==> src/cwb_pkg.sv <==
// cwb_pkg: shared types and fixed constants of the coalescing write buffer
// used by cwb_ctrl, cwb_datapath and coalescing_write_buffer; no dependencies
package cwb_pkg;

    localparam int DEPTH             = 8;
    localparam int ADDR_BITS         = 24;
    localparam int BLOCK_OFFSET_BITS = 4;
    localparam int PAGE_OFFSET_BITS  = 12;
    localparam int BLOCK_BITS        = ADDR_BITS - BLOCK_OFFSET_BITS;
    localparam int FRAME_BITS        = ADDR_BITS - PAGE_OFFSET_BITS;
    localparam int FRAME_LSB         = PAGE_OFFSET_BITS - BLOCK_OFFSET_BITS;
    localparam int IDX_W             = (DEPTH > 1) ? $clog2(DEPTH) : 1;
    localparam int CNT_W             = $clog2(DEPTH + 1);

    typedef enum logic [1:0] {
        KIND_ENQUEUE     = 2'd0,
        KIND_DRAIN       = 2'd1,
        KIND_PROBE_BLOCK = 2'd2,
        KIND_PROBE_FRAME = 2'd3
    } kind_t;

    typedef enum logic {
        ST_IDLE = 1'b0,
        ST_HOLD = 1'b1
    } state_t;

    typedef struct packed {
        logic exec;
    } cmd_t;

endpackage

==> src/cwb_ctrl.sv <==
// cwb_ctrl: handshake controller of the coalescing write buffer
// depends on cwb_pkg for the state and command types
module cwb_ctrl
(
    input  logic          clk,
    input  logic          rst_n,
    input  logic          in_valid,
    output logic          in_ready,
    output logic          out_valid,
    input  logic          out_ready,
    output cwb_pkg::cmd_t cmd
);

    cwb_pkg::state_t state_reg;
    cwb_pkg::state_t state_next;

    always_ff @(posedge clk or negedge rst_n)
    begin
        if (!rst_n)
        begin
            state_reg <= cwb_pkg::ST_IDLE;
        end
        else
        begin
            state_reg <= state_next;
        end
    end

    // next state
    always_comb
    begin
        state_next = state_reg;
        unique case (state_reg)
            cwb_pkg::ST_IDLE:
            begin
                if (in_valid)
                begin
                    state_next = cwb_pkg::ST_HOLD;
                end
            end
            cwb_pkg::ST_HOLD:
            begin
                if (out_ready && !in_valid)
                begin
                    state_next = cwb_pkg::ST_IDLE;
                end
            end
            default:
            begin
                state_next = cwb_pkg::ST_IDLE;
            end
        endcase
    end

    // outputs
    always_comb
    begin
        in_ready  = 1'b0;
        out_valid = 1'b0;
        unique case (state_reg)
            cwb_pkg::ST_IDLE:
            begin
                in_ready = 1'b1;
            end
            cwb_pkg::ST_HOLD:
            begin
                out_valid = 1'b1;
                in_ready  = out_ready;
            end
            default:
            begin
                in_ready = 1'b0;
            end
        endcase
        cmd.exec = in_valid && in_ready;
    end

endmodule

==> src/cwb_datapath.sv <==
// cwb_datapath: entry store, parallel block and frame compare, result registers
// depends on cwb_pkg for constants, kind codes and the command struct
module cwb_datapath
(
    input  logic                               clk,
    input  logic                               rst_n,
    input  cwb_pkg::cmd_t                      cmd,
    input  logic [1:0]                         kind,
    input  logic [cwb_pkg::ADDR_BITS-1:0]      phys_addr,
    input  logic [cwb_pkg::FRAME_BITS-1:0]     page_frame,
    output logic                               success,
    output logic                               merged,
    output logic                               found,
    output logic [cwb_pkg::IDX_W-1:0]          hit_index,
    output logic [cwb_pkg::BLOCK_BITS-1:0]     drained_block,
    output logic [cwb_pkg::CNT_W-1:0]          occupancy
);

    localparam int DEPTH = cwb_pkg::DEPTH;
    localparam int BB    = cwb_pkg::BLOCK_BITS;
    localparam int IW    = cwb_pkg::IDX_W;
    localparam int CW    = cwb_pkg::CNT_W;

    logic [BB-1:0]    store_reg [DEPTH];
    logic [BB-1:0]    store_next [DEPTH];
    logic [DEPTH-1:0] valid_reg;
    logic [DEPTH-1:0] valid_next;
    logic [CW-1:0]    count_reg;
    logic [CW-1:0]    count_next;

    logic             success_reg, success_next;
    logic             merged_reg, merged_next;
    logic             found_reg, found_next;
    logic [IW-1:0]    hit_index_reg, hit_index_next;
    logic [BB-1:0]    drained_reg, drained_next;
    logic [CW-1:0]    occ_reg;

    logic [BB-1:0]    blk;
    logic             blk_hit;
    logic [IW-1:0]    blk_idx;
    logic             frm_hit;
    logic [IW-1:0]    frm_idx;

    // parallel compare, newest block match and oldest frame match
    always_comb
    begin
        blk     = phys_addr[cwb_pkg::ADDR_BITS-1:cwb_pkg::BLOCK_OFFSET_BITS];
        blk_hit = 1'b0;
        blk_idx = '0;
        frm_hit = 1'b0;
        frm_idx = '0;
        for (int i = 0; i < DEPTH; i++)
        begin
            if (valid_reg[i] && store_reg[i] == blk)
            begin
                blk_hit = 1'b1;
                blk_idx = IW'(i);
            end
        end
        for (int i = DEPTH - 1; i >= 0; i--)
        begin
            if (valid_reg[i] && store_reg[i][BB-1:cwb_pkg::FRAME_LSB] == page_frame)
            begin
                frm_hit = 1'b1;
                frm_idx = IW'(i);
            end
        end
    end

    always_comb
    begin
        store_next     = store_reg;
        valid_next     = valid_reg;
        count_next     = count_reg;
        success_next   = 1'b0;
        merged_next    = 1'b0;
        found_next     = 1'b0;
        hit_index_next = '0;
        drained_next   = '0;
        unique case (cwb_pkg::kind_t'(kind))
            cwb_pkg::KIND_ENQUEUE:
            begin
                if (blk_hit)
                begin
                    success_next = 1'b1;
                    merged_next  = 1'b1;
                end
                else if (count_reg < CW'(DEPTH))
                begin
                    store_next[count_reg[IW-1:0]] = blk;
                    valid_next[count_reg[IW-1:0]] = 1'b1;
                    count_next                    = count_reg + CW'(1);
                    success_next                  = 1'b1;
                end
            end
            cwb_pkg::KIND_DRAIN:
            begin
                if (count_reg != '0)
                begin
                    drained_next = store_reg[0];
                    for (int i = 0; i < DEPTH - 1; i++)
                    begin
                        store_next[i] = store_reg[i+1];
                    end
                    store_next[DEPTH-1] = '0;
                    valid_next          = valid_reg >> 1;
                    count_next          = count_reg - CW'(1);
                    success_next        = 1'b1;
                end
            end
            cwb_pkg::KIND_PROBE_BLOCK:
            begin
                found_next     = blk_hit;
                hit_index_next = blk_idx;
            end
            cwb_pkg::KIND_PROBE_FRAME:
            begin
                found_next     = frm_hit;
                hit_index_next = frm_idx;
            end
            default:
            begin
                found_next = 1'b0;
            end
        endcase
    end

    always_ff @(posedge clk or negedge rst_n)
    begin
        if (!rst_n)
        begin
            valid_reg <= '0;
            count_reg <= '0;
        end
        else if (cmd.exec)
        begin
            valid_reg <= valid_next;
            count_reg <= count_next;
        end
    end

    // entry payload and result word
    always_ff @(posedge clk)
    begin
        if (cmd.exec)
        begin
            store_reg     <= store_next;
            success_reg   <= success_next;
            merged_reg    <= merged_next;
            found_reg     <= found_next;
            hit_index_reg <= hit_index_next;
            drained_reg   <= drained_next;
            occ_reg       <= count_next;
        end
    end

    assign success       = success_reg;
    assign merged        = merged_reg;
    assign found         = found_reg;
    assign hit_index     = hit_index_reg;
    assign drained_block = drained_reg;
    assign occupancy     = occ_reg;

    a_count_bound: assert property (@(posedge clk) disable iff (!rst_n)
        count_reg <= CW'(DEPTH))
        else $error("entry count above depth");

    a_valid_count: assert property (@(posedge clk) disable iff (!rst_n)
        $countones(valid_reg) == int'(count_reg))
        else $error("valid flags disagree with entry count");

    a_valid_packed: assert property (@(posedge clk) disable iff (!rst_n)
        (count_reg != '0) |-> valid_reg[0])
        else $error("head slot empty with entries queued");

    a_hit_in_range: assert property (@(posedge clk) disable iff (!rst_n)
        ($past(cmd.exec) && found_reg) |-> (CW'(hit_index_reg) < occ_reg))
        else $error("probe hit beyond occupancy");

endmodule

==> src/coalescing_write_buffer.sv <==
// coalescing_write_buffer: ordered write buffer of block addresses with merge
// result: registered, valid in the cycle after the input word is taken
// throughput: one word per cycle while the result side takes each result;
// the entry compare is a combinational parallel match over all slots
// reset: asynchronous, empties the buffer and drops any pending result
// depends on cwb_pkg, cwb_ctrl and cwb_datapath
module coalescing_write_buffer
(
    input  logic                                clk,
    input  logic                                rst_n,
    input  logic                                in_valid,
    output logic                                in_ready,
    input  logic [1:0]                          kind,
    input  logic [cwb_pkg::ADDR_BITS-1:0]       phys_addr,
    input  logic [cwb_pkg::FRAME_BITS-1:0]      page_frame,
    output logic                                out_valid,
    input  logic                                out_ready,
    output logic                                success,
    output logic                                merged,
    output logic                                found,
    output logic [cwb_pkg::IDX_W-1:0]           hit_index,
    output logic [cwb_pkg::BLOCK_BITS-1:0]      drained_block,
    output logic [cwb_pkg::CNT_W-1:0]           occupancy
);

    cwb_pkg::cmd_t cmd;

    cwb_ctrl u_ctrl
    (
        .clk       (clk),
        .rst_n     (rst_n),
        .in_valid  (in_valid),
        .in_ready  (in_ready),
        .out_valid (out_valid),
        .out_ready (out_ready),
        .cmd       (cmd)
    );

    cwb_datapath u_datapath
    (
        .clk           (clk),
        .rst_n         (rst_n),
        .cmd           (cmd),
        .kind          (kind),
        .phys_addr     (phys_addr),
        .page_frame    (page_frame),
        .success       (success),
        .merged        (merged),
        .found         (found),
        .hit_index     (hit_index),
        .drained_block (drained_block),
        .occupancy     (occupancy)
    );

endmodule
==> config.mk <==
export PLATFORM = sky130hd
export DESIGN_NAME = coalescing_write_buffer
export DESIGN_NICKNAME = d
export VERILOG_FILES = /design/src/cwb_pkg.sv /design/src/cwb_ctrl.sv /design/src/cwb_datapath.sv /design/src/coalescing_write_buffer.sv
export SDC_FILE = /design/constraint.sdc
export NUM_CORES = 1
export LEC_CHECK = 0
export CAP_MARGIN = 20
export CORE_AREA = 2 2 225 227
export CTS_CLUSTER_DIAMETER = 80
export DETAILED_ROUTE_END_ITERATION = 10
export DIE_AREA = 0 0 227 229
export DONT_BUFFER_PORTS = 1
export GPL_TIMING_DRIVEN = 0
export MAX_ROUTING_LAYER = met4
export SYNTH_ARGS = -nofsm -noshare
export SYNTH_HDL_FRONTEND = slang
export SYNTH_SLANG_ARGS = --single-unit
==> constraint.sdc <==
create_clock -name clk -period 4.57 [get_ports clk]
set_input_delay 0.2285 -clock clk [delete_from_list [all_inputs] [get_ports clk]]
set_output_delay 0.2285 -clock clk [all_outputs]
set_load 0.03 [all_outputs]
; Yosys cells after proc, flatten, opt, wreduce, memory -nomap -nowiden
; Index checks and enable logic that the tools add are counted.
[op_classes]
bitwise = 3
n_reduce_logical = 26
n_lt_le_gt_ge = 5
mux = 60
eq_ne = 22
n_addsub = 2
[op_table]
columns = cell, n
row1 = $mux 160, 3
row2 = $pmux 160 s2, 1
row3 = $bwmux 160, 1
row4 = $eq 20x20->1, 8
row5 = $eq 12x12->1, 8
row6 = $demux 20 s3, 1
row7 = $mux 3, 12
row8 = $mux 1, 25
row9 = $mux 8, 3
row10 = $logic_and 1x1->1, 20
row11 = $mux 20, 1
row12 = $pmux 8 s2, 1
row13 = $mux 4, 3
row14 = $or 8x8->8, 1
row15 = $pmux 1 s2, 4
row16 = $pmux 4 s2, 1
row17 = $pmux 3 s2, 1
row18 = $reduce_and 5->1, 1
row19 = $add 4x1->4 const B, 1
row20 = $eq 2x2->1 const B, 2
row21 = $ge 4x4->1 const B, 1
row22 = $lt 3x4->1 const B, 1
row23 = $lt 4x1->1 const B, 1
row24 = $lt 4x4->1 const B, 1
row25 = other kinds (14), 16
[word_totals]
elab_cells = 135
out_inout_bits = 32
in_bits = 42
reg_bits = 203

; Logic depth before layout (Yosys ltp)
; Gate-level depths: netlist (run 1).
[depth]
word_depth = 12
depth_mapped = 9
mapped_depth_nobuf = 8

; Cells and area by module
; From an unflattened synthesis (run 1), not the netlist that was laid out.
[unflattened]
cells_unflattened = 1153
area_unflattened_um2 = 11777.5
[modules_own_cells]
columns = mod, seq_area_each_um2, cells_each, n_inst, area_each_um2
row1 = cwb_datapath, 6005.8, 1149, 1, 11723.7
row2 = cwb_ctrl, 25.0, 4, 1, 53.8

; Worst setup path after synthesis (run 1)
; No wires, ideal clock.
[synth_timing]
path_type = register to register
startpoint = register u_datapath.store_reg[131] in the netlist's numbering
endpoint = register u_datapath.store_reg[20] in the netlist's numbering (enable)
path_slack_ns = 1.142
arrival_ns = 3.004
required_ns = 4.145
setup_ns = 0.425
path_buffers = 0
path_stages_with_launch = 9
period_less_slack_ns = 3.428
cell_sequence = edfxtp_1 xor2_1 nor3_1 nand4_1 or2_4 nand4_4 nor3_4 nand3_1 o21ai_0
[synth_via]
elab_chain_cells = 11
[synth_rtl]
columns = item, line
row1 = "start, declared", cwb_datapath.sv:24  ; logic [BB-1:0] store_reg [DEPTH];
row2 = "start signal, assigned", cwb_datapath.sv:147  ; store_reg <= store_next;
row3 = $eq 20x20->1, cwb_datapath.sv:54  ; if (valid_reg[i] && store_reg[i] == blk)
row4 = $logic_and 1x1->1, cwb_datapath.sv:54
row5 = $mux 1 (7 in a row), cwb_datapath.sv:54
row6 = $ne 2x2->1 (no source line), --
row7 = $reduce_and 5->1 (no source line), --
; Every way passes these cells.
; A chain may end at the register's enable or synchronous reset.

; Final worst setup path (run 1)
[layout_timing]
startpoint = register u_datapath.store_reg[134] in the netlist's numbering
endpoint = register u_datapath.store_reg[121] in the netlist's numbering (enable)
; The elaborated chain is that of the path after synthesis.

==> results of run 1 <==
-- worst max-delay path by stage --
stage                                         start                        end  slack (ns)
final                     u_datapath.store_reg[134]  u_datapath.store_reg[121]        0.98
after global routing       u_datapath.store_reg[95]   u_datapath.store_reg[78]        0.84
after CTS                 u_datapath.store_reg[138]   u_datapath.store_reg[95]        0.98
after detailed placement              phys_addr[22]   u_datapath.store_reg[86]        0.93
after global placement                phys_addr[22]  u_datapath.store_reg[142]       -0.13
after floorplan           u_datapath.store_reg[131]   u_datapath.store_reg[20]        1.14
-- where the power goes --
part           total [mW]  internal, mW  switching [mW]  leakage [nW]
sequential           2.51          2.30           0.213          1.93
clock                1.81          1.03           0.776         0.358
combinational        1.24         0.428           0.807          2.09
total                5.55          3.76            1.80          4.38
-- synthesized netlist by cell type (3+ instances only) --
cell,number
buf_4,14
o21ai_0,148
or3_1,5
nand3_1,31
nand2b_1,7
nor3_1,10
nor4_1,28
inv_1,12
clkbuf_1,50
a21oi_1,41
a31oi_1,3
xor2_1,85
xnor2_1,174
dfrtp_1,13
buf_2,12
edfxtp_1,190
nand4_1,39
and3_1,21
nand2_1,212
buf_6,6
nor2_1,18
-- worst reg2reg max path, delay by kind of cell (launching register included) --
family | cells | cell delay, ns
xor+xnor | 1 | 0.30
flops | 1 | 0.45
compound gates | 1 | 0.96
simple gates | 6 | 1.48
-- kinds of logic (layout without fill, tap and decap cells) --
kind of cell    Yosys count  count (layout)  share of synthesized area
fa+ha+maj                 2               2                    0.00213
mux                       3               3                    0.00298
compound gates          208             208                     0.0921
flops                   203             203                      0.512
simple gates            385             385                      0.158
xor+xnor                259             259                      0.193
buf+inv                  95             145                     0.0399
-- area by class of cell --
cell class	count	area [sq um]	share of cell area
Clock buffer	36	677	0.0503
Sequential cell	203	6030	0.448
Clock inverter	7	52.6	0.00390
Tap cell	672	841	0.0625
Multi-Input combinational cell	857	5290	0.393
Timing Repair Buffer	7	97.6	0.00725
Inverter	12	45.0	0.00335
Buffer	83	424	0.0315
-- per-layer routing --
layer / GRT usage / vias up / share of wire
met5: - / - / 0
met4: 0.0425 / 0 / 0.026
met3: 0.0140 / 58 / 0.048
met2: 0.223 / 291 / 0.47
met1: 0.185 / 4171 / 0.46
li1: - / 4119 / -
-- metrics by stage --
stage                     cell area [sq um]  setup slack, ns
after floorplan                       11800             1.14
after global placement                12600           -0.133
after detailed placement              12700            0.930
after CTS                             13500            0.985
after global routing                  13500            0.838
final                                 13500            0.982
==> summary.md, run 1 <==
| Metric | Value |
|---|---|
| Status | `finished clean` |
| Mapped Cells | `between 1000 and 1500` |
| FP Rows | `82` |
| CP Buf/Inv Count | `0` |
| Via count | `about 8600` |
| H-tree depth | `1` |
| Placer's final routability congestion estimate | `around 0.98` |
| WL per Instance | `between 15 and 20 um` |
| Worst path slowest cell | `o21ai_2` |
| IO Pins | `74` |
| Post-CTS setup buffers | `0` |
| Reg2reg start | `u_datapath.store_reg[134]` |
| FFs w/ async S/R, synth | `0.0640` |
| Clk pin slew, worst setup/hold paths | `approximately 0.06 ns` |
| Worst-case reg-to-reg path depth | `8` |
| R2R setup slack | `just under 1 ns` |
| Syn nets | `roughly 1200` |
| Synth warn | `0` |
| Most common cell after layout, fill and taps aside | `nand2_1` |
| Crit path max-delay family | `simple AND/OR/NAND/NOR gates` |
| Global Route Usage Sum | `0.139` |
| TritonCTS clock tree | `built` |
| WP data required | `4.73 ns` |
| Hold Path Origin | `kind[0]` |
| Grt ovf | `0` |
| Hpwl dp | `~29 mm` |
| Avg Cell Area, Syn | `between 10 and 15 sq um` |
| Antenna violations before repair | `0` |
| TritonCTS buffer count | `25` |
| Die area | `between 0.05 and 0.06 sq mm` |
| Fin Hold WS | `0.0157 ns` |
| Clock buffer depth | `3` |
| Nets | `~1200` |
| FF+latch count, synth | `approximately 200` |
| Final Max Slew Viols | `0` |
| First drt pass iteration count | `5` |
| CTS Sinks | `around 200` |
| Max VDD drop | `236 uV` |
| Max_slew headroom | `0.340` |
| Post-synthesis sequential area ratio | `0.512` |
| Crit. End Element | `flip-flop` |
| Total power | `5.55 mW` |
| Final Skew | `between 0.015 and 0.02 ns` |
| Antenna diodes | `0` |
| RSZ-0062 raised after global routing | `false` |
| Initial Util | `0.237` |
| Die Y-Extent | `229 um` |
| Maxcap violations | `0` |
| Placed insts | `~1800` |
| Remaining routing DRC violations | `0` |
| Final worst path period share | `0.785` |
| Root Driver | `clkbuf_16` |
| Clk_lat worst skew | `about 0.54 ns` |
| Via density per instance | `4.60` |
| Main flop type after synthesis | `edfxtp_1` |
| Crit path time final | `approximately 3.6 ns` |
| Cell Pwr Density | `between 400 and 500 mW/mm^2` |
| EDFF count, synth | `190` |
| Cts hold-fix bufs | `4` |
| Worst R2R End | `u_datapath.store_reg[121]` |
| Post-route ant nets | `0` |
| Max reg flops | `160` |
| Area of the mapped netlist | `0.0118 sq mm` |
| Setup crit start kind | `flip-flop` |
| Commonest non-fill, non-tap cells in the layout | `212 x nand2_1, 190 x edfxtp_1, 174 x xnor2_1, 143 x o21ai_0, 85 x xor2_1` |
| Pin count of the biggest net entering global routing | `23` |
| Utilization after layout | `0.271` |
| Min-delay worst type | `in -> reg` |
| Leakage | `between 4 and 5 nW` |
| Die W | `roughly 230 um` |
| Worst Hold Depth | `3` |
| CP peak stage delay | `0.96 ns` |
| Layout cells sized above 1 | `0.0680` |
| CP Cell Sequence | `xor2_1 -> nor4_1 -> nand4_1 -> or2_4 -> nand4_4 -> nor3_4 -> nand3_1 -> o21ai_2` |
| # setup viols final | `0` |
| Worst Setup Path Type | `reg -> reg` |
| Worst-Margin Slew | `0.990 ns` |
| Port bufs | `0` |
| P&R area growth vs syn | `14.4%` |
| Critical path peak fanout | `20` |
| Post-Route Setup TNS | `0 ns` |
| WP data arrival | `3.74 ns` |
| Final Hold Fails | `0` |
| Synth top area cells | `edfxtp_1 48%, xnor2_1 13%, nand2_1 6.8%` |
| Post-CTS sizing | `0` |
| Drt initial violations | `roughly 670` |
| Fin cells | `~1900` |
| Number of global-route vias before repair | `8767` |
| First-pass GRT wire length | `53.1 mm` |
| Area leader, netlist | `edfxtp_1` |
| Unique masters post-synth | `between 40 and 50` |
| Core Area | `0.0497 sq mm` |
| Cell count along the critical path | `8` |
| Routed WL | `between 30 and 40 mm` |
| Fmax | `0.279 GHz` |
| Fillcell total | `between 5000 and 6000` |
| Post-synth top area share | `0.485` |
| Worst Hold Endpoint | `u_datapath.valid_reg[7]` |
No activity file was read; power rests on OpenSTA's default activity.
==> inputs of run 2 (changes only) <==
--- a/config.mk
+++ b/config.mk
@@ -5,11 +5,12 @@
 export SDC_FILE = /design/constraint.sdc
 export NUM_CORES = 1
 export LEC_CHECK = 0
+export ABC_AREA = 1
 export CAP_MARGIN = 20
-export CORE_AREA = 2 2 225 227
+export CORE_AREA = 2 2 230 232
 export CTS_CLUSTER_DIAMETER = 80
 export DETAILED_ROUTE_END_ITERATION = 10
-export DIE_AREA = 0 0 227 229
+export DIE_AREA = 0 0 232 234
 export DONT_BUFFER_PORTS = 1
 export GPL_TIMING_DRIVEN = 0
 export MAX_ROUTING_LAYER = met4
==> constraint.sdc (replaced) <==
create_clock -name clk -period 3 [get_ports clk]
set_input_delay 0.15 -clock clk [delete_from_list [all_inputs] [get_ports clk]]
set_output_delay 0.15 -clock clk [all_outputs]
set_load 0.03 [all_outputs]
==> summary.md, run 2 <==
| Metric | Value |
|---|---|
| Leakage | `5.62 nW` |
| Mapped Cells | `1491` |
| Met1 usage | `0.250` |
| Synth warn | `0` |
| TritonCTS buffer count | `24` |
| Met3 usage | `0.0315` |
| Final worst path period share | `0.969` |
| Setup crit start kind | `flip-flop` |
| FP Rows | `84` |
| CP peak stage delay | `between 0.4 and 0.5 ns` |
| Placer's final routability congestion estimate | `approximately 1.0` |
| WP data required | `3.23 ns` |
| First-pass GRT wire length | `74.4 mm` |
| Pre-CTS WS | `-0.256 ns` |
| WP data arrival | `~3.1 ns` |
| Final Skew | `approximately 0.0080 ns` |
| Antenna violations before repair | `0` |
| Main flop type after synthesis | `edfxtp_1` |
| Hold Path Origin | `phys_addr[21]` |
| IO Pins | `74` |
| Synth top cells by count | `382 x nand2_1, 196 x inv_1, 190 x edfxtp_1` |
| Busiest layer in global routing | `met2` |
| Max reg flops | `160` |
| Max VDD drop | `384 uV` |
| Via count | `between 10000 and 15000` |
| Routed WL | `~53 mm` |
| Worst Setup Path Type | `reg -> reg` |
| CP Cell Sequence | `inv_1 -> nand2_1 -> o21ai_0 -> nor2_1 -> nand2_1 -> nor2_1 -> nand3_2 -> nand2_1 -> nor2_4 -> nand2_4 -> nand2_4 -> nand2_4 -> inv_8 -> o21ai_2 -> clkinvlp_4 -> buf_4` |
| Avg Cell Area, Syn | `8.23 sq um` |
| Final WS setup | `approximately 0.093 ns` |
| Root Driver | `clkbuf_16` |
| FF+latch count, synth | `slightly above 200` |
| Most common cell after layout, fill and taps aside | `nand2_1` |
| Area of the mapped netlist | `roughly 0.012 sq mm` |
| Die Y-Extent | `around 230 um` |
| First drt pass iteration count | `6` |
| Number of global-route vias before repair | `approximately 11000` |
| Status | `finished clean` |
| Drt initial violations | `about 1600` |
| Crit path time final | `2.91 ns` |
| Synth top area cells | `edfxtp_1 47%, nand2_1 12%, o22ai_1 8.2%` |
| Worst Hold Endpoint | `u_datapath.store_reg[17]` |
| Crit path max-delay family | `simple AND/OR/NAND/NOR gates` |
| Clock buffer depth | `3` |
| Crit. Startpoint | `u_datapath.store_reg[9]` |
| Worst Hold Depth | `2` |
| Area leader, netlist | `edfxtp_1` |
| Fmax | `approximately 0.34 GHz` |
| Fillcell total | `~5700` |
| WL per Instance | `23.8 um` |
| Reg2reg start | `u_datapath.store_reg[9]` |
| Utilization after layout | `0.270` |
| Initial Util | `0.236` |
| Die W | `about 230 um` |
| R2R setup slack | `between 0.09 and 0.1 ns` |
| Global Route Usage Sum | `0.194` |
| Hpwl dp | `approximately 40 mm` |
| # setup viols final | `0` |
| Clk pin slew, worst setup/hold paths | `approximately 0.06 ns` |
| Pin count of the biggest net entering global routing | `40` |
| Worst path slowest cell | `edfxtp_1` |
| Max_slew headroom | `0.350` |
| Post-synthesis sequential area ratio | `0.492` |
| Critical path peak fanout | `26` |
| Clk_lat worst skew | `approximately 0.54 ns` |
| RSZ-0062 raised after global routing | `false` |
| Total power | `7.98 mW` |
| P&R area growth vs syn | `14.6%` |
| Post-route ant nets | `0` |
| Worst R2R End | `u_datapath.store_reg[20]` |
| Cell Pwr Density | `approximately 570 mW/mm^2` |
| Antenna diodes | `0` |
| Post-Route Setup TNS | `0 ns` |
| Core Area | `approximately 0.052 sq mm` |
| CTS Sinks | `slightly above 200` |
| Unique masters post-synth | `42` |
| Syn nets | `between 1500 and 2000` |
| H-tree depth | `1` |
| Post-synth top area share | `0.465` |
| Met2 usage | `0.297` |
| Commonest non-fill, non-tap cells in the layout | `382 x nand2_1, 191 x inv_1, 190 x edfxtp_1, 160 x o22ai_1, 134 x nor2_1` |
| Maxcap violations | `0` |
| Top-count cell post-synth | `nand2_1` |
| EDFF count, synth | `190` |
| CP Buf/Inv Count | `4` |
| Via density per instance | `around 5.2` |
| Worst-case reg-to-reg path depth | `16` |
| Worst-Margin Slew | `~0.97 ns` |
| Final Hold Fails | `0` |
| Grt ovf | `0` |
| Layout cells sized above 1 | `0.0813` |
| FFs w/ async S/R, synth | `0.0640` |
| TritonCTS clock tree | `built` |
| Port bufs | `0` |
| Die area | `around 0.054 sq mm` |
| Nets | `around 1600` |
| Remaining routing DRC violations | `0` |
| Min-delay worst type | `in -> reg` |
| Crit. End Element | `flip-flop` |
| Final Max Slew Viols | `0` |
-- run 2: cell type report --
class	count	area (sq um)	share of cell area
flip-flops and latches	203	6030	0.429
multi-input cells	1001	5060	0.360
well taps	688	861	0.0612
inverters	213	833	0.0593
clock buffers	31	648	0.0461
plain buffers	74	385	0.0274
clock inverters	12	114	0.00810
repair buffers	11	90.1	0.00641
repair inverters	5	37.5	0.00267
-- run 2: metal layers --
metal  part of all wire  wire length, um  up-vias
met5                  0                0        -
met4              0.053             2820        0
met3               0.10             5530      153
met2               0.44            23600      797
met1               0.40            21300     5619
li1                   -                -     5151
-- run 2: through the flow --
step | hold WS (ns) | area (sq um) | cells
after floorplan | -0.146 | 12300 | 1491
after global placement | -0.145 | 13100 | 2179
after detailed placement | -0.145 | 13100 | 2179
after CTS | 0.0294 | 13900 | 2225
after global routing | 0.0797 | 14100 | 2238
final | 0.0782 | 14100 | 2238
-- run 2: cells by family (layout without fill, tap and decap cells) --
kind of cell	Yosys count	after routing	synth area share
and+or+nand+nor	583	583	0.192
AOI/OAI and AO/OA	350	350	0.170
buffers and inverters	287	346	0.0975
DFF	203	203	0.492
xor gates and xnor gates	66	66	0.0471
adders and majority gates	2	2	0.00204
-- run 2: worst max-delay path by stage --
stage	end	slack (ns)	cells after the start
finish	u_datapath.store_reg[20]	0.09	16
floorplan	u_datapath.store_reg[40]	0.02	4
global route	u_datapath.store_reg[32]	0.02	16
global placement	u_datapath.store_reg[44]	-0.72	4
CTS	u_datapath.store_reg[121]	0.004	15
detailed placement	u_datapath.store_reg[125]	-0.26	15
-- run 2: what timing repair did --
action | CTS | global route
buffers inserted | 0 | 8
cloned | 0 | 5
hold endpoints to repair | 14 | 0
gates resized for setup | 6 | 9
endpoints found under the setup margin | 120 | 121
hold buffers | 3 | 0
-- run 2: power by group --
part / switching [mW] / total [mW] / internal [mW] / leakage (nW)
registers: 0.218 / 3.55 / 3.33 / 1.92
logic: 1.06 / 1.47 / 0.409 / 3.32
clock network: 1.26 / 2.96 / 1.69 / 0.376
total: 2.55 / 7.98 / 5.44 / 5.62
==> inputs of run 3 (changes only) <==
--- a/config.mk
+++ b/config.mk
@@ -14,6 +14,7 @@
 export DONT_BUFFER_PORTS = 1
 export GPL_TIMING_DRIVEN = 0
 export MAX_ROUTING_LAYER = met4
+export REMOVE_ABC_BUFFERS = 1
 export SYNTH_ARGS = -nofsm -noshare
 export SYNTH_HDL_FRONTEND = slang
 export SYNTH_SLANG_ARGS = --single-unit
==> summary.md, run 3 (same netlist as run 2, synthesis figures left out) <==
| Metric | Value |
|---|---|
| Maxcap violations | `0` |
| WP data arrival | `roughly 3.1 ns` |
| Via count | `~11000` |
| RSZ-0062 raised after global routing | `false` |
| Min-delay worst type | `in -> reg` |
| Max VDD drop | `roughly 390 uV` |
| First drt pass iteration count | `5` |
| Final Max Slew Viols | `0` |
| Post-route ant nets | `0` |
| R2R setup slack | `0.11 ns` |
| Most common cell after layout, fill and taps aside | `nand2_1` |
| Global Route Usage Sum | `0.170` |
| Clock power frac | `0.363` |
| CP peak stage delay | `0.43 ns` |
| Worst Setup Path Type | `reg -> reg` |
| Worst path slowest cell | `edfxtp_1` |
| Initial Util | `0.236` |
| Final worst path period share | `0.964` |
| Final Hold Fails | `0` |
| Final Skew | `roughly 0.016 ns` |
| Nets | `between 1500 and 2000` |
| Part of the power in registers | `0.469` |
| Hpwl dp | `between 30 and 40 mm` |
| Crit path time final | `2.89 ns` |
| Core Area | `between 0.05 and 0.06 sq mm` |
| Met1 usage | `0.216` |
| Worst Hold Depth | `5` |
| Busiest layer in global routing | `met2` |
| H-tree depth | `1` |
| Remaining routing DRC violations | `0` |
| Switching Fraction | `0.301` |
| # setup viols final | `0` |
| Placed Area | `between 0.01 and 0.015 sq mm` |
| Via density per instance | `around 5.1` |
| Die Y-Extent | `approximately 230 um` |
| Placer's final routability congestion estimate | `between 1 and 1.5` |
| Antenna diodes | `0` |
| Antenna violations before repair | `0` |
| CP most frequent cell | `nand2_4` |
| Crit. End Element | `flip-flop` |
| CTS Sinks | `between 200 and 250` |
| Reg2reg start | `u_datapath.store_reg[138]` |
| Met2 usage | `0.273` |
| Logic pwr share | `0.168` |
| Total power | `roughly 7.6 mW` |
| Number of global-route vias before repair | `between 10000 and 15000` |
| Clock buffer depth | `3` |
| Layout cells sized above 1 | `0.0584` |
| Critical path peak fanout | `26` |
| Max reg flops | `between 150 and 200` |
| Worst-case reg-to-reg path depth | `12` |
| Max_slew headroom | `0.279` |
| CP Cell Sequence | `xnor2_1 -> nand3_1 -> nor2_1 -> nand3_1 -> nand2_1 -> nor2_4 -> nand2_4 -> nand2_4 -> nand2_4 -> inv_8 -> o21ai_2 -> clkinvlp_4` |
| Worst-Margin Slew | `between 1 and 1.5 ns` |
| Clk pin slew, worst setup/hold paths | `0.06 ns` |
| WP data required | `approximately 3.2 ns` |
| Routed WL | `47.4 mm` |
| Clk_lat worst skew | `0.54 ns` |
| First-pass GRT wire length | `66.6 mm` |
| Sw Pwr | `about 2.3 mW` |
| WL per Instance | `between 20 and 25 um` |
| P&R area growth vs syn | `12.9%` |
| TritonCTS buffer count | `24` |
| TritonCTS clock tree | `built` |
| IO Pins | `74` |
| Worst Hold Endpoint | `u_datapath.count_reg[3]` |
| Hold Path Origin | `kind[1]` |
| Fmax | `~0.35 GHz` |
| Status | `finished clean` |
| Leakage | `around 5.5 nW` |
| Drt initial violations | `1593` |
| Commonest non-fill, non-tap cells in the layout | `381 x nand2_1, 190 x inv_1, 190 x edfxtp_1, 160 x o22ai_1, 135 x nor2_1` |
| P_int | `approximately 5.3 mW` |
| Grt ovf | `0` |
| Worst R2R End | `u_datapath.store_reg[120]` |
| Pin count of the biggest net entering global routing | `83` |
| Die area | `between 0.05 and 0.06 sq mm` |
| Port bufs | `0` |
| Design area | `around 0.014 sq mm` |
| Cell Pwr Density | `about 550 mW/mm^2` |
| Root Driver | `clkbuf_16` |
| Setup crit start kind | `flip-flop` |
| Met3 usage | `0.0201` |
| Die W | `about 230 um` |
| FP Rows | `84` |
-- run 3: cell type report --
type	instances	area (sq um)
clock buffers	34	679
clock inverters	7	31.3
fillers	5568	38200
inverters	213	838
multi-input cells	1002	5090
flip-flops and latches	203	6030
well taps	688	861
repair buffers	25	278
repair inverters	5	37.5
-- run 3: worst max path at each step --
stage | to | startpoint | cells after the start | slack [ns]
after floorplan | u_datapath.store_reg[20] | kind[0] | 11 | -1.37
after global placement | u_datapath.store_reg[146] | kind[0] | 11 | -3.49
after detailed placement | u_datapath.store_reg[146] | kind[0] | 12 | -0.32
after CTS | u_datapath.store_reg[59] | u_datapath.store_reg[17] | 11 | -0.08
after global routing | u_datapath.store_reg[120] | u_datapath.store_reg[149] | 15 | 0.01
final | u_datapath.store_reg[120] | u_datapath.store_reg[138] | 12 | 0.11
-- run 3: worst max-delay path, delay by kind of cell, from the launching register on --
kind / cells / cell delay, ns
buffers and inverters: 2 / 0.51
xor gates and xnor gates: 1 / 0.40
DFF: 1 / 0.43
AOI/OAI and AO/OA: 1 / 0.19
and+or+nand+nor: 8 / 1.01
-- run 3: repair_timing --
| action | CTS | global route |
|---|---|---|
| resized for setup | 5 | 10 |
| hold endpoints to repair | 45 | 3 |
| pin swaps | 0 | 1 |
| hold buffers | 19 | 1 |
| endpoints found under the setup margin | 140 | 143 |
| setup buffers | 0 | 1 |
| gates cloned | 0 | 6 |
-- run 3: through the flow --
stage	TNS (ns)	std cells	hold WS [ns]	worst slack [ns]	utilization
finish	0	2177	0.0171	0.108	0.266
global route	0	2177	0.0205	0.0127	0.266
CTS	-2.90	2169	-0.0948	-0.0800	0.264
detailed placement	-31.56	2109	-0.145	-0.319	0.247
global placement	-1053.74	2105	-0.145	-3.49	0.245
floorplan	-281.15	1417	-0.146	-1.37	-
-- run 3: layer usage --
layer	vias to the layer above	share of wire
li1	5048	-
met1	5309	0.39
met2	686	0.47
met3	126	0.098
met4	0	0.046
met5	-	0
-- run 3: power groups by stage --
stage	clock network, mW	registers, mW	logic (mW)
floorplan	0	3.53	0.818
global placement	0	3.61	1.14
detailed placement	0	3.61	1.18
CTS	2.77	3.55	1.23
global route	2.87	3.57	1.39
finish	2.75	3.55	1.27
